[src/rtl/core/mbup_pkg.sv]
package mbup_pkg;

   // MIDI status codes
   localparam logic [7:0] MIDI_SYSEX_START  = 8'hf0;
   localparam logic [7:0] MIDI_MTC_QUARTER  = 8'hf1;
   localparam logic [7:0] MIDI_SONG_POS     = 8'hf2;
   localparam logic [7:0] MIDI_SONG_SELECT  = 8'hf3;
   localparam logic [7:0] MIDI_TUNE_REQUEST = 8'hf6;
   localparam logic [7:0] MIDI_SYSEX_END    = 8'hf7;

   localparam logic [3:0] MIDI_SYSTEM_NIBBLE = 4'hf;
   localparam logic [4:0] MIDI_REALTIME_TOP  = 5'b11111;
   localparam logic [2:0] MIDI_ONE_PARAM_TOP = 3'b110;

   // USB-MIDI code index numbers
   localparam logic [3:0] CIN_COMMON_TWO   = 4'h2;
   localparam logic [3:0] CIN_COMMON_THREE = 4'h3;
   localparam logic [3:0] CIN_SYSEX_CONT   = 4'h4;
   localparam logic [3:0] CIN_END_ONE      = 4'h5;
   localparam logic [3:0] CIN_END_TWO      = 4'h6;
   localparam logic [3:0] CIN_END_THREE    = 4'h7;
   localparam logic [3:0] CIN_SINGLE_BYTE  = 4'hf;

   typedef struct packed {
      logic [7:0] usb_header;
      logic [7:0] packet_byte_1;
      logic [7:0] packet_byte_2;
      logic [7:0] packet_byte_3;
      logic [1:0] message_length;
   } packet_type;

   function automatic logic [1:0] cin_length(input logic [3:0] cin);
      logic [1:0] len;
      case (cin)
         4'h0, 4'h1:                      len = 2'd0;
         4'h5, 4'hf:                      len = 2'd1;
         4'h2, 4'h6, 4'hc, 4'hd:          len = 2'd2;
         default:                         len = 2'd3;
      endcase
      return len;
   endfunction

endpackage

[src/rtl/core/mbup_parser.sv]
module mbup_parser
   import mbup_pkg::*;
(
   input  logic       clock,
   input  logic       reset,
   input  logic [3:0] cable_number,
   input  logic       byte_valid,
   input  logic [7:0] midi_byte,
   output logic       packet_valid,
   output packet_type packet
);

   typedef enum logic [6:0] {
      PS_SCAN  = 7'b0000001,
      PS_ONE   = 7'b0000010,
      PS_TWO_A = 7'b0000100,
      PS_TWO_B = 7'b0001000,
      PS_SX0   = 7'b0010000,
      PS_SX1   = 7'b0100000,
      PS_SX2   = 7'b1000000
   } parse_state_type;

   parse_state_type state_ff, state_in;
   logic [7:0] held_status_ff, held_status_in;
   logic [7:0] held_data_ff, held_data_in;
   logic [3:0] cin;
   logic [7:0] b1, b2, b3;

   always_comb begin
      state_in       = state_ff;
      held_status_in = held_status_ff;
      held_data_in   = held_data_ff;
      packet_valid   = 1'b0;
      cin            = CIN_SINGLE_BYTE;
      b1             = midi_byte;
      b2             = 8'h00;
      b3             = 8'h00;

      if (midi_byte[7:3] == MIDI_REALTIME_TOP) begin
         // real-time bytes pass straight through, parse untouched
         packet_valid = 1'b1;
      end else if (midi_byte[7:4] == MIDI_SYSTEM_NIBBLE) begin
         case (midi_byte) inside
            MIDI_SYSEX_START: begin
               held_status_in = midi_byte;
               state_in       = PS_SX1;
            end
            MIDI_MTC_QUARTER, MIDI_SONG_SELECT: begin
               held_status_in = midi_byte;
               state_in       = PS_ONE;
            end
            MIDI_SONG_POS: begin
               held_status_in = midi_byte;
               state_in       = PS_TWO_A;
            end
            MIDI_TUNE_REQUEST: begin
               held_status_in = midi_byte;
               held_data_in   = 8'h00;
               state_in       = PS_SCAN;
               packet_valid   = 1'b1;
               cin            = CIN_END_ONE;
            end
            MIDI_SYSEX_END: begin
               state_in = PS_SCAN;
               unique case (state_ff)
                  PS_SX0: begin
                     held_status_in = midi_byte;
                     held_data_in   = 8'h00;
                     packet_valid   = 1'b1;
                     cin            = CIN_END_ONE;
                  end
                  PS_SX1: begin
                     held_data_in = midi_byte;
                     packet_valid = 1'b1;
                     cin          = CIN_END_TWO;
                     b1           = held_status_ff;
                     b2           = midi_byte;
                  end
                  PS_SX2: begin
                     packet_valid = 1'b1;
                     cin          = CIN_END_THREE;
                     b1           = held_status_ff;
                     b2           = held_data_ff;
                     b3           = midi_byte;
                  end
                  default: begin
                     // end of sysex outside sysex: drop
                  end
               endcase
            end
            default: begin
               state_in = PS_SCAN;
            end
         endcase
      end else if (midi_byte[7]) begin
         held_status_in = midi_byte;
         state_in = (midi_byte[7:5] == MIDI_ONE_PARAM_TOP) ? PS_ONE : PS_TWO_A;
      end else begin
         unique case (state_ff)
            PS_ONE: begin
               if (held_status_ff[7:4] != MIDI_SYSTEM_NIBBLE) begin
                  cin = held_status_ff[7:4];
               end else begin
                  cin      = CIN_COMMON_TWO;
                  state_in = PS_SCAN;
               end
               held_data_in = midi_byte;
               packet_valid = 1'b1;
               b1           = held_status_ff;
               b2           = midi_byte;
            end
            PS_TWO_A: begin
               held_data_in = midi_byte;
               state_in     = PS_TWO_B;
            end
            PS_TWO_B: begin
               // running status rearms for the next pair
               if (held_status_ff[7:4] != MIDI_SYSTEM_NIBBLE) begin
                  cin      = held_status_ff[7:4];
                  state_in = PS_TWO_A;
               end else begin
                  cin      = CIN_COMMON_THREE;
                  state_in = PS_SCAN;
               end
               packet_valid = 1'b1;
               b1           = held_status_ff;
               b2           = held_data_ff;
               b3           = midi_byte;
            end
            PS_SX0: begin
               held_status_in = midi_byte;
               state_in       = PS_SX1;
            end
            PS_SX1: begin
               held_data_in = midi_byte;
               state_in     = PS_SX2;
            end
            PS_SX2: begin
               state_in     = PS_SX0;
               packet_valid = 1'b1;
               cin          = CIN_SYSEX_CONT;
               b1           = held_status_ff;
               b2           = held_data_ff;
               b3           = midi_byte;
            end
            default: begin
               // data while scanning: drop
            end
         endcase
      end
   end

   assign packet.usb_header     = {cable_number, cin};
   assign packet.packet_byte_1  = b1;
   assign packet.packet_byte_2  = b2;
   assign packet.packet_byte_3  = b3;
   assign packet.message_length = cin_length(cin);

   always_ff @(posedge clock) begin
      if (reset) begin
         state_ff       <= PS_SCAN;
         held_status_ff <= 8'h00;
         held_data_ff   <= 8'h00;
      end else if (byte_valid) begin
         state_ff       <= state_in;
         held_status_ff <= held_status_in;
         held_data_ff   <= held_data_in;
      end
   end

endmodule

[src/rtl/core/midi_byte_to_usb_midi_packet_unit.sv]
// MIDI byte stream to USB-MIDI event packet converter.
// Request channel (req_valid/req_ready/req_midi_byte) takes one raw MIDI byte
// per transfer. Response channel (rsp_valid/rsp_ready and the rsp_ payload)
// gives one 4-byte event packet whenever a byte completes a message: header
// with cable number and code index, three MIDI bytes and the valid byte count.
// Bytes that complete nothing produce no response.
// csr_write_enable/csr_write_data set the cable number; write only while idle.
// A packet is registered in the output register, or in the skid register while
// the output register is held, once its last byte is transferred. One byte per
// cycle while req_ready is high, set by single-pass next-state parser logic.
// A two-deep output stage (output register plus skid register) decouples the
// channels: while the receiver stalls, bytes are still taken until one more
// packet is held; req_ready drops only when both entries hold packets, and
// rises the cycle after the output register drains.
// Reset (synchronous, active high) clears the parser to scanning for status,
// empties the output stage and sets the cable number to zero.
module midi_byte_to_usb_midi_packet_unit
   import mbup_pkg::*;
(
   input  logic       clock,
   input  logic       reset,
   input  logic       csr_write_enable,
   input  logic [3:0] csr_write_data,
   input  logic       req_valid,
   output logic       req_ready,
   input  logic [7:0] req_midi_byte,
   output logic       rsp_valid,
   input  logic       rsp_ready,
   output logic [7:0] rsp_usb_header,
   output logic [7:0] rsp_packet_byte_1,
   output logic [7:0] rsp_packet_byte_2,
   output logic [7:0] rsp_packet_byte_3,
   output logic [1:0] rsp_message_length
);

   logic [3:0] cable_ff;
   logic       req_xfer;
   logic       rsp_xfer;
   logic       push;
   packet_type new_packet;

   logic       out_valid_ff, out_valid_in;
   packet_type out_ff, out_in;
   logic       skid_valid_ff, skid_valid_in;
   packet_type skid_ff, skid_in;

   always_ff @(posedge clock) begin
      if (reset) begin
         cable_ff <= 4'h0;
      end else if (csr_write_enable) begin
         cable_ff <= csr_write_data;
      end
   end

   assign req_ready = !skid_valid_ff;
   assign req_xfer  = req_valid && req_ready;
   assign rsp_xfer  = out_valid_ff && rsp_ready;

   mbup_parser u_parser (
      .clock        (clock),
      .reset        (reset),
      .cable_number (cable_ff),
      .byte_valid   (req_xfer),
      .midi_byte    (req_midi_byte),
      .packet_valid (push),
      .packet       (new_packet)
   );

   always_comb begin
      out_valid_in  = out_valid_ff;
      out_in        = out_ff;
      skid_valid_in = skid_valid_ff;
      skid_in       = skid_ff;
      if (rsp_xfer) begin
         // advance the skid entry into the output register
         out_valid_in  = skid_valid_ff;
         out_in        = skid_ff;
         skid_valid_in = 1'b0;
      end
      if (req_xfer && push) begin
         if (!out_valid_in) begin
            out_valid_in = 1'b1;
            out_in       = new_packet;
         end else begin
            skid_valid_in = 1'b1;
            skid_in       = new_packet;
         end
      end
   end

   always_ff @(posedge clock) begin
      if (reset) begin
         out_valid_ff  <= 1'b0;
         skid_valid_ff <= 1'b0;
      end else begin
         out_valid_ff  <= out_valid_in;
         skid_valid_ff <= skid_valid_in;
      end
      out_ff  <= out_in;
      skid_ff <= skid_in;
   end

   assign rsp_valid          = out_valid_ff;
   assign rsp_usb_header     = out_ff.usb_header;
   assign rsp_packet_byte_1  = out_ff.packet_byte_1;
   assign rsp_packet_byte_2  = out_ff.packet_byte_2;
   assign rsp_packet_byte_3  = out_ff.packet_byte_3;
   assign rsp_message_length = out_ff.message_length;

   a_skid_behind_out : assert property (@(posedge clock) disable iff (reset)
      skid_valid_ff |-> out_valid_ff)
      else $error("skid entry held while output register empty");

   a_realtime_emits : assert property (@(posedge clock) disable iff (reset)
      (req_xfer && req_midi_byte[7:3] == MIDI_REALTIME_TOP) |=> rsp_valid)
      else $error("real-time byte produced no packet");

   a_length_nonzero : assert property (@(posedge clock) disable iff (reset)
      rsp_valid |-> (rsp_message_length != 2'd0))
      else $error("packet with zero MIDI byte count");

endmodule
[config.mk]
export PLATFORM = sky130hd
export DESIGN_NAME = midi_byte_to_usb_midi_packet_unit
export DESIGN_NICKNAME = d
export VERILOG_FILES = /design/src/rtl/core/mbup_pkg.sv /design/src/rtl/core/mbup_parser.sv /design/src/rtl/core/midi_byte_to_usb_midi_packet_unit.sv
export SDC_FILE = /design/constraint.sdc
export NUM_CORES = 1
export LEC_CHECK = 0
export BUFFER_PORTS_ARGS = -buffer_cell sky130_fd_sc_hd__buf_2
export CAP_MARGIN = 10
export CORE_MARGIN = 3
export CORE_UTILIZATION = 60
export DETAILED_ROUTE_END_ITERATION = 10
export PLACE_DENSITY = 0.82
export SETUP_SLACK_MARGIN = 0.4
export SYNTH_ARGS = -nofsm -noshare
export SYNTH_HDL_FRONTEND = slang
export SYNTH_SLANG_ARGS = --single-unit
[constraint.sdc]
create_clock -name clock -period 8.68 [get_ports clock]
set_input_delay 0.868 -clock clock [delete_from_list [all_inputs] [get_ports clock]]
set_output_delay 0.868 -clock clock [all_outputs]
set_load 0.05 [all_outputs]
==> results.json, run 1 <==
{
  "hold_class": "flip-flop to flip-flop",
  "async_reset_ff_share_pct": 0,
  "coreArea_um2": 7370,
  "nNetsFinal": 515,
  "synthCells": 468,
  "grt_antenna_before_repair": 0,
  "clock_latency_ns": 0.37,
  "synth_top_cells_by_count": "63 x dfxtp_1, 44 x mux2i_1, 44 x nand2_1",
  "via_per_inst": 6.19,
  "pin_count": 53,
  "synth_area_um2": 4610,
  "worstPathRequired_ns": 8.71,
  "r2r_cells": 7,
  "worst_slew_pin_slew_ns": 0.986,
  "rows": 31,
  "min_from": "cable_ff[0]$_SDFFE_PP0P_",
  "synth_top_area_cell": "dfxtp_1",
  "vias": 3729,
  "r2r_start": "u_parser.state_ff[2]$_SDFFE_PP0P_",
  "dp_hpwl_um": 7300,
  "min_period_ns": 3.31,
  "cts_buffer_depth": 2,
  "synth_top_area_share_pct": 27.3,
  "worstSetupPathType": "input port to flip-flop",
  "ctsHoldBuffers": 0,
  "r2r_end": "skid_ff[17]$_DFFE_PP_",
  "cts_setup_buffers": 0,
  "rsz0062_at_grt": "no",
  "critPathLaunchType": "input port",
  "dieHeight_um": 93.7,
  "hold_violations": 0,
  "cap_violations": 0,
  "routabilityCongestion": 0.937,
  "skew_ns": 0.0108,
  "chipWidth_um": 93.7,
  "final_util_pct": 68.7,
  "crit_fanout": 28,
  "grt_pass1_wl_um": 17300,
  "syn_nets": 485,
  "cts_tree": "yes",
  "synth-edff-count": 34,
  "hold_end": "skid_ff[30]$_DFFE_PP_",
  "grt_util_all_layers_pct": 25.2,
  "drc": 0,
  "hold_depth": 0,
  "dr.first_iter.drc_count": 276,
  "h-tree-depth": 3,
  "relSlewSlack_pct": 34.1,
  "cts_sinks": 97,
  "critPathCaptureType": "flip-flop",
  "ys.warnings.count": 0,
  "dp_cells": 586,
  "port_buffers": 52,
  "p_per_area_nw_per_um2": 209,
  "start_util_pct": 62.6,
  "p_leak_nw": 2.12,
  "netlist_top_cells_area": "dfxtp_1 27%, edfxtp_1 22%, mux2i_1 9.5%",
  "cts_resized": 0,
  "yosys_most_used_dff": "dfxtp_1",
  "cts-buffers-inserted": 9,
  "stdcell_count": 602,
  "r2r_slack_ns": 5.69,
  "drtAntennaViolNets": 0,
  "firstDrtPassIters": 5,
  "arrival_ns": 3.34,
  "drt-total-wl_um": 10700,
  "fin_total_pwr_mw": 1.06,
  "finalMaxSlewViolations": 0,
  "wl_per_cell_um": 17.8,
  "gr-total-overflow": 0,
  "cts_root_buffer": "clkbuf_8",
  "layout-drive-gt1-share_pct": 17.1,
  "syn_to_final_growth_pct": 9.85,
  "max_freq_mhz": 302,
  "dieArea_um2": 8770,
  "synth_area_per_cell_um2": 9.85,
  "outcome": "finished, final reports clean",
  "setup_viol": 0,
  "ys_seq_elements": 97,
  "grt_max_degree": 49,
  "yosysMostFrequentCell": "dfxtp_1",
  "tns_ns": 0,
  "peakVddDrop_uv": 125,
  "seq_area_frac_synth_pct": 49.5,
  "ys_types": 70,
  "path_clk_slew_ns": 0.11,
  "grt_pass1_vias": 3512,
  "period_share_pct": 38.1,
  "antennaDiodeCount": 0
}
## registers in the layout (all words and copies together), names as in the netlist
name / count
skid_ff: 34
rsp_packet_byte_1: 8
rsp_packet_byte_2: 8
rsp_packet_byte_3: 8
rsp_usb_header: 8
u_parser.held_data_ff: 8
u_parser.held_status_ff: 8
u_parser.state_ff: 7
cable_ff: 4
rsp_message_length: 2
rsp_valid: 1
skid_valid_ff: 1
## area by class of cell
cell class	instances	area (um2)
Clock buffer	10	138
Fill cell	587	2300
Multi-Input combinational cell	328	2160
Tap cell	99	124
Sequential cell	97	2280
Clock inverter	6	61.3
Inverter	8	30.0
Timing Repair Buffer	54	275
## kinds of logic (layout without fill, tap and decap cells)
family / Yosys count / after routing / share of synthesized area (%)
xor gates and xnor gates: 3 / 3 / 0.570
and+or+nand+nor: 153 / 153 / 17.1
AOI/OAI and AO/OA: 127 / 127 / 19.0
DFF: 97 / 97 / 49.5
buffers and inverters: 43 / 78 / 4.07
muxes: 45 / 45 / 9.79
## power breakdown
part           internal, mW  switching (mW)  total, mW
Clock                 0.119           0.176      0.295
Sequential            0.506          0.0211      0.528
Combinational        0.0606           0.178      0.239
Total                 0.686           0.375       1.06
## per-stage QoR
| stage | instance area, um2 | worst slack [ns] | hold WS, ns |
|---|---|---|---|
| CTS | 5070 | 5.43 | 0.478 |
| global route | 5070 | 5.21 | 0.497 |
| finish | 5070 | 5.37 | 0.477 |
| global placement | 4870 | 5.16 | 0.451 |
| detailed placement | 4870 | 5.02 | 0.453 |
| floorplan | 4610 | 4.70 | 0.429 |
## how the worst max path moves through the flow
| stage | start | end | slack (ns) | depth (start not counted) |
|---|---|---|---|---|
| after floorplan | req_midi_byte[5] | skid_ff[0]$_DFFE_PP_ | 4.70 | 8 |
| after global placement | req_midi_byte[7] | skid_ff[11]$_DFFE_PP_ | 5.16 | 8 |
| after detailed placement | req_midi_byte[7] | skid_ff[11]$_DFFE_PP_ | 5.02 | 8 |
| after CTS | req_midi_byte[7] | skid_ff[8]$_DFFE_PP_ | 5.43 | 8 |
| after global routing | req_midi_byte[7] | skid_ff[8]$_DFFE_PP_ | 5.21 | 8 |
| final | req_midi_byte[7] | skid_ff[17]$_DFFE_PP_ | 5.37 | 8 |
## critical path: stages
cell	delay [ns]
buf_2	0.34
and4_1	0.41
nand2_1	0.25
o21bai_1	0.32
nand3_1	0.15
o21ai_0	0.16
nor2_2	0.38
buf_4	0.44
## per-layer routing
metal,track usage [%],routed length (um),vias up
li1,-,-,1786
met1,32.9,4600,1765
met2,40.6,5130,159
met3,6.57,773,19
met4,9.15,186,0
met5,0,0,-
## placed cells by master (no fill, tap or decap), types with 3 or more instances in the layout
cell / netlist / final
dfxtp_1: 63 / 63
buf_2: 9 / 52
mux2i_1: 44 / 44
nand2_1: 44 / 43
o21ai_0: 40 / 40
nor2_1: 37 / 36
edfxtp_1: 34 / 34
a21oi_1: 23 / 23
nand3_1: 16 / 16
a21o_1: 13 / 13
clkbuf_8: 0 / 10
and2_1: 8 / 8
inv_1: 7 / 7
nand2b_1: 7 / 7
nand3b_1: 7 / 7
and3_1: 5 / 5
nor3_1: 5 / 5
a22oi_1: 5 / 5
nor4_1: 4 / 4
o22ai_1: 4 / 4
a22o_1: 3 / 3
a211oi_1: 3 / 3
o22a_1: 3 / 3
o32ai_1: 3 / 3
a221o_1: 3 / 3
Note: power is estimated with default switching activity, not from simulation.
==> run 2: changes to the inputs <==
--- a/config.mk
+++ b/config.mk
@@ -8,9 +8,9 @@
 export BUFFER_PORTS_ARGS = -buffer_cell sky130_fd_sc_hd__buf_2
 export CAP_MARGIN = 10
 export CORE_MARGIN = 3
-export CORE_UTILIZATION = 60
+export CORE_UTILIZATION = 53
 export DETAILED_ROUTE_END_ITERATION = 10
-export PLACE_DENSITY = 0.82
+export PLACE_DENSITY = 0.76
 export SETUP_SLACK_MARGIN = 0.4
 export SYNTH_ARGS = -nofsm -noshare
 export SYNTH_HDL_FRONTEND = slang
==> constraint.sdc (replaced) <==
create_clock -name clock -period 2.9 [get_ports clock]
set_input_delay 0.29 -clock clock [delete_from_list [all_inputs] [get_ports clock]]
set_output_delay 0.29 -clock clock [all_outputs]
set_load 0.05 [all_outputs]
==> results.json, run 2 (synthesis results as in run 1) <==
{
  "outcome": "finished, final reports clean",
  "min_from": "csr_write_data[2]",
  "peakVddDrop_uv": 489,
  "crit_path_max_incr_delay_ns": 0.55,
  "rows": 33,
  "dp_hpwl_um": 7730,
  "tns_ns": 0,
  "min_period_ns": 2.40,
  "relSlewSlack_pct": 54.4,
  "worst_slack_ns": 0.499,
  "firstDrtPassIters": 5,
  "fin_total_pwr_mw": 3.24,
  "dp_slack_ns": 0.452,
  "coreArea_um2": 8340,
  "rsz0062_at_grt": "no",
  "p_per_area_nw_per_um2": 613,
  "regMostFlops": "skid_ff",
  "design_area_um2": 5290,
  "skew_ns": 0.00966,
  "syn_to_final_growth_pct": 14.8,
  "pin_count": 53,
  "grt_antenna_before_repair": 0,
  "path_clk_slew_ns": 0.11,
  "ctsHoldBuffers": 0,
  "layout-drive-gt1-share_pct": 21.7,
  "critPathCaptureType": "flip-flop",
  "hold_violations": 0,
  "drt-total-wl_um": 11100,
  "dr.first_iter.drc_count": 393,
  "antennaDiodeCount": 0,
  "critPathLaunchType": "flip-flop",
  "max_freq_mhz": 417,
  "via_per_inst": 6.09,
  "mostFrequentLayoutCells": "59 x dfxtp_1, 52 x buf_2, 44 x mux2i_1",
  "cts_buffer_depth": 2,
  "r2r_slack_ns": 0.50,
  "nNetsFinal": 532,
  "clock_latency_ns": 0.36,
  "wl_per_cell_um": 17.8,
  "start_util_pct": 55.3,
  "cts_sinks": 97,
  "r2r_end": "skid_ff[0]$_DFFE_PP_",
  "cts_root_buffer": "clkbuf_8",
  "worst_slew_pin_slew_ns": 0.682,
  "vias": 3809,
  "drtAntennaViolNets": 0,
  "hold_end": "cable_ff[2]$_SDFFE_PP0P_",
  "cap_violations": 0,
  "crit_chain": "or4b_4, or4_4, a211oi_4, nor2_1, nor3_1, a221oi_1",
  "hold_depth": 3,
  "cts-buffers-inserted": 9,
  "h-tree-depth": 3,
  "gr-total-overflow": 0,
  "dieHeight_um": 99.3,
  "setup_viol": 0,
  "dieArea_um2": 9860,
  "layout_commonest_cell": "dfxtp_1",
  "worstSetupPathType": "flip-flop to flip-flop",
  "chipWidth_um": 99.3,
  "cp_slowest_cell": "or4b_4",
  "worstPathRequired_ns": 3.01,
  "crit_fanout": 9,
  "cts_tree": "yes",
  "drc": 0,
  "period_share_pct": 82.8,
  "finalMaxSlewViolations": 0,
  "grt_pass1_wl_um": 18300,
  "p_leak_nw": 2.22,
  "r2r_start": "u_parser.state_ff[4]$_SDFFE_PP0P_",
  "grt_max_degree": 35,
  "largest_reg_flops": 34,
  "grt_util_all_layers_pct": 23.3,
  "r2r_cells": 6,
  "port_buffers": 52,
  "hold_class": "input port to flip-flop",
  "routabilityCongestion": 1.01,
  "dpl-instance-area_um2": 5020,
  "grt_pass1_vias": 3637,
  "arrival_ns": 2.51
}
## run 2: changes by cell type in the layout (fill, tap and decap cells not counted), sizes merged
cell / previous run / this run
buf: 54 / 71
bufinv: 0 / 1
clkbuf: 10 / 9
clkinv: 3 / 2
inv: 10 / 11
## run 2: through the flow
stage          instances  hold WS (ns)  utilization [%]
2_1_floorplan        468         0.429                -
3_3_place_gp         607         0.449             60.2
3_5_place_dp         607         0.448             60.2
4_1_cts              623         0.136             62.8
5_1_grt              625         0.148             63.5
6_report             625         0.151             63.5
## run 2: routing by layer
metal  GRT usage, %  share of wire (%)  up-vias  routed length [um]
met4           8.93                2.5        0                 282
met3           4.70                7.7       32                 859
met2           36.5                 46      182                5160
li1               -                  -     1821                   -
met5              0                  0        -                   0
met1           32.0                 43     1774                4820
## run 2: repair_timing
item                       CTS  global route
setup buffers                0             2
setup endpoints to repair    0            58
gates resized for setup      0            13
## run 2: critical path, delay by kind of cell (launching register included)
family / cells / cell delay [ns]
DFF: 1 / 0.41
AOI/OAI and AO/OA: 2 / 0.35
and+or+nand+nor: 4 / 1.39
## run 2: worst max path at each step
stage	cells past startpoint	slack (ns)	to	from
after floorplan	7	0.43	skid_ff[0]$_DFFE_PP_	u_parser.state_ff[2]$_SDFFE_PP0P_
after global placement	8	0.46	skid_ff[30]$_DFFE_PP_	req_midi_byte[4]
after detailed placement	7	0.45	skid_ff[32]$_DFFE_PP_	u_parser.state_ff[2]$_SDFFE_PP0P_
after CTS	7	0.42	skid_ff[29]$_DFFE_PP_	u_parser.state_ff[2]$_SDFFE_PP0P_
after global routing	6	0.41	rsp_message_length[0]$_DFF_P_	u_parser.state_ff[4]$_SDFFE_PP0P_
final	6	0.50	skid_ff[0]$_DFFE_PP_	u_parser.state_ff[4]$_SDFFE_PP0P_
## run 2: power by group
part | switching [mW] | leakage, nW | total, mW | internal, mW
clock network | 0.514 | 0.107 | 0.938 | 0.424
registers | 0.0649 | 0.834 | 1.58 | 1.52
logic | 0.536 | 1.28 | 0.724 | 0.188
## run 2: layout make-up
cell class                      instances  area [um2]
Sequential cell                        97        2290
Inverter                                8        30.0
Tap cell                              105         131
Timing Repair Buffer                   71         432
Fill cell                             685        3050
Clock buffer                            9         124
Multi-Input combinational cell        328        2190
Clock inverter                          7        93.8
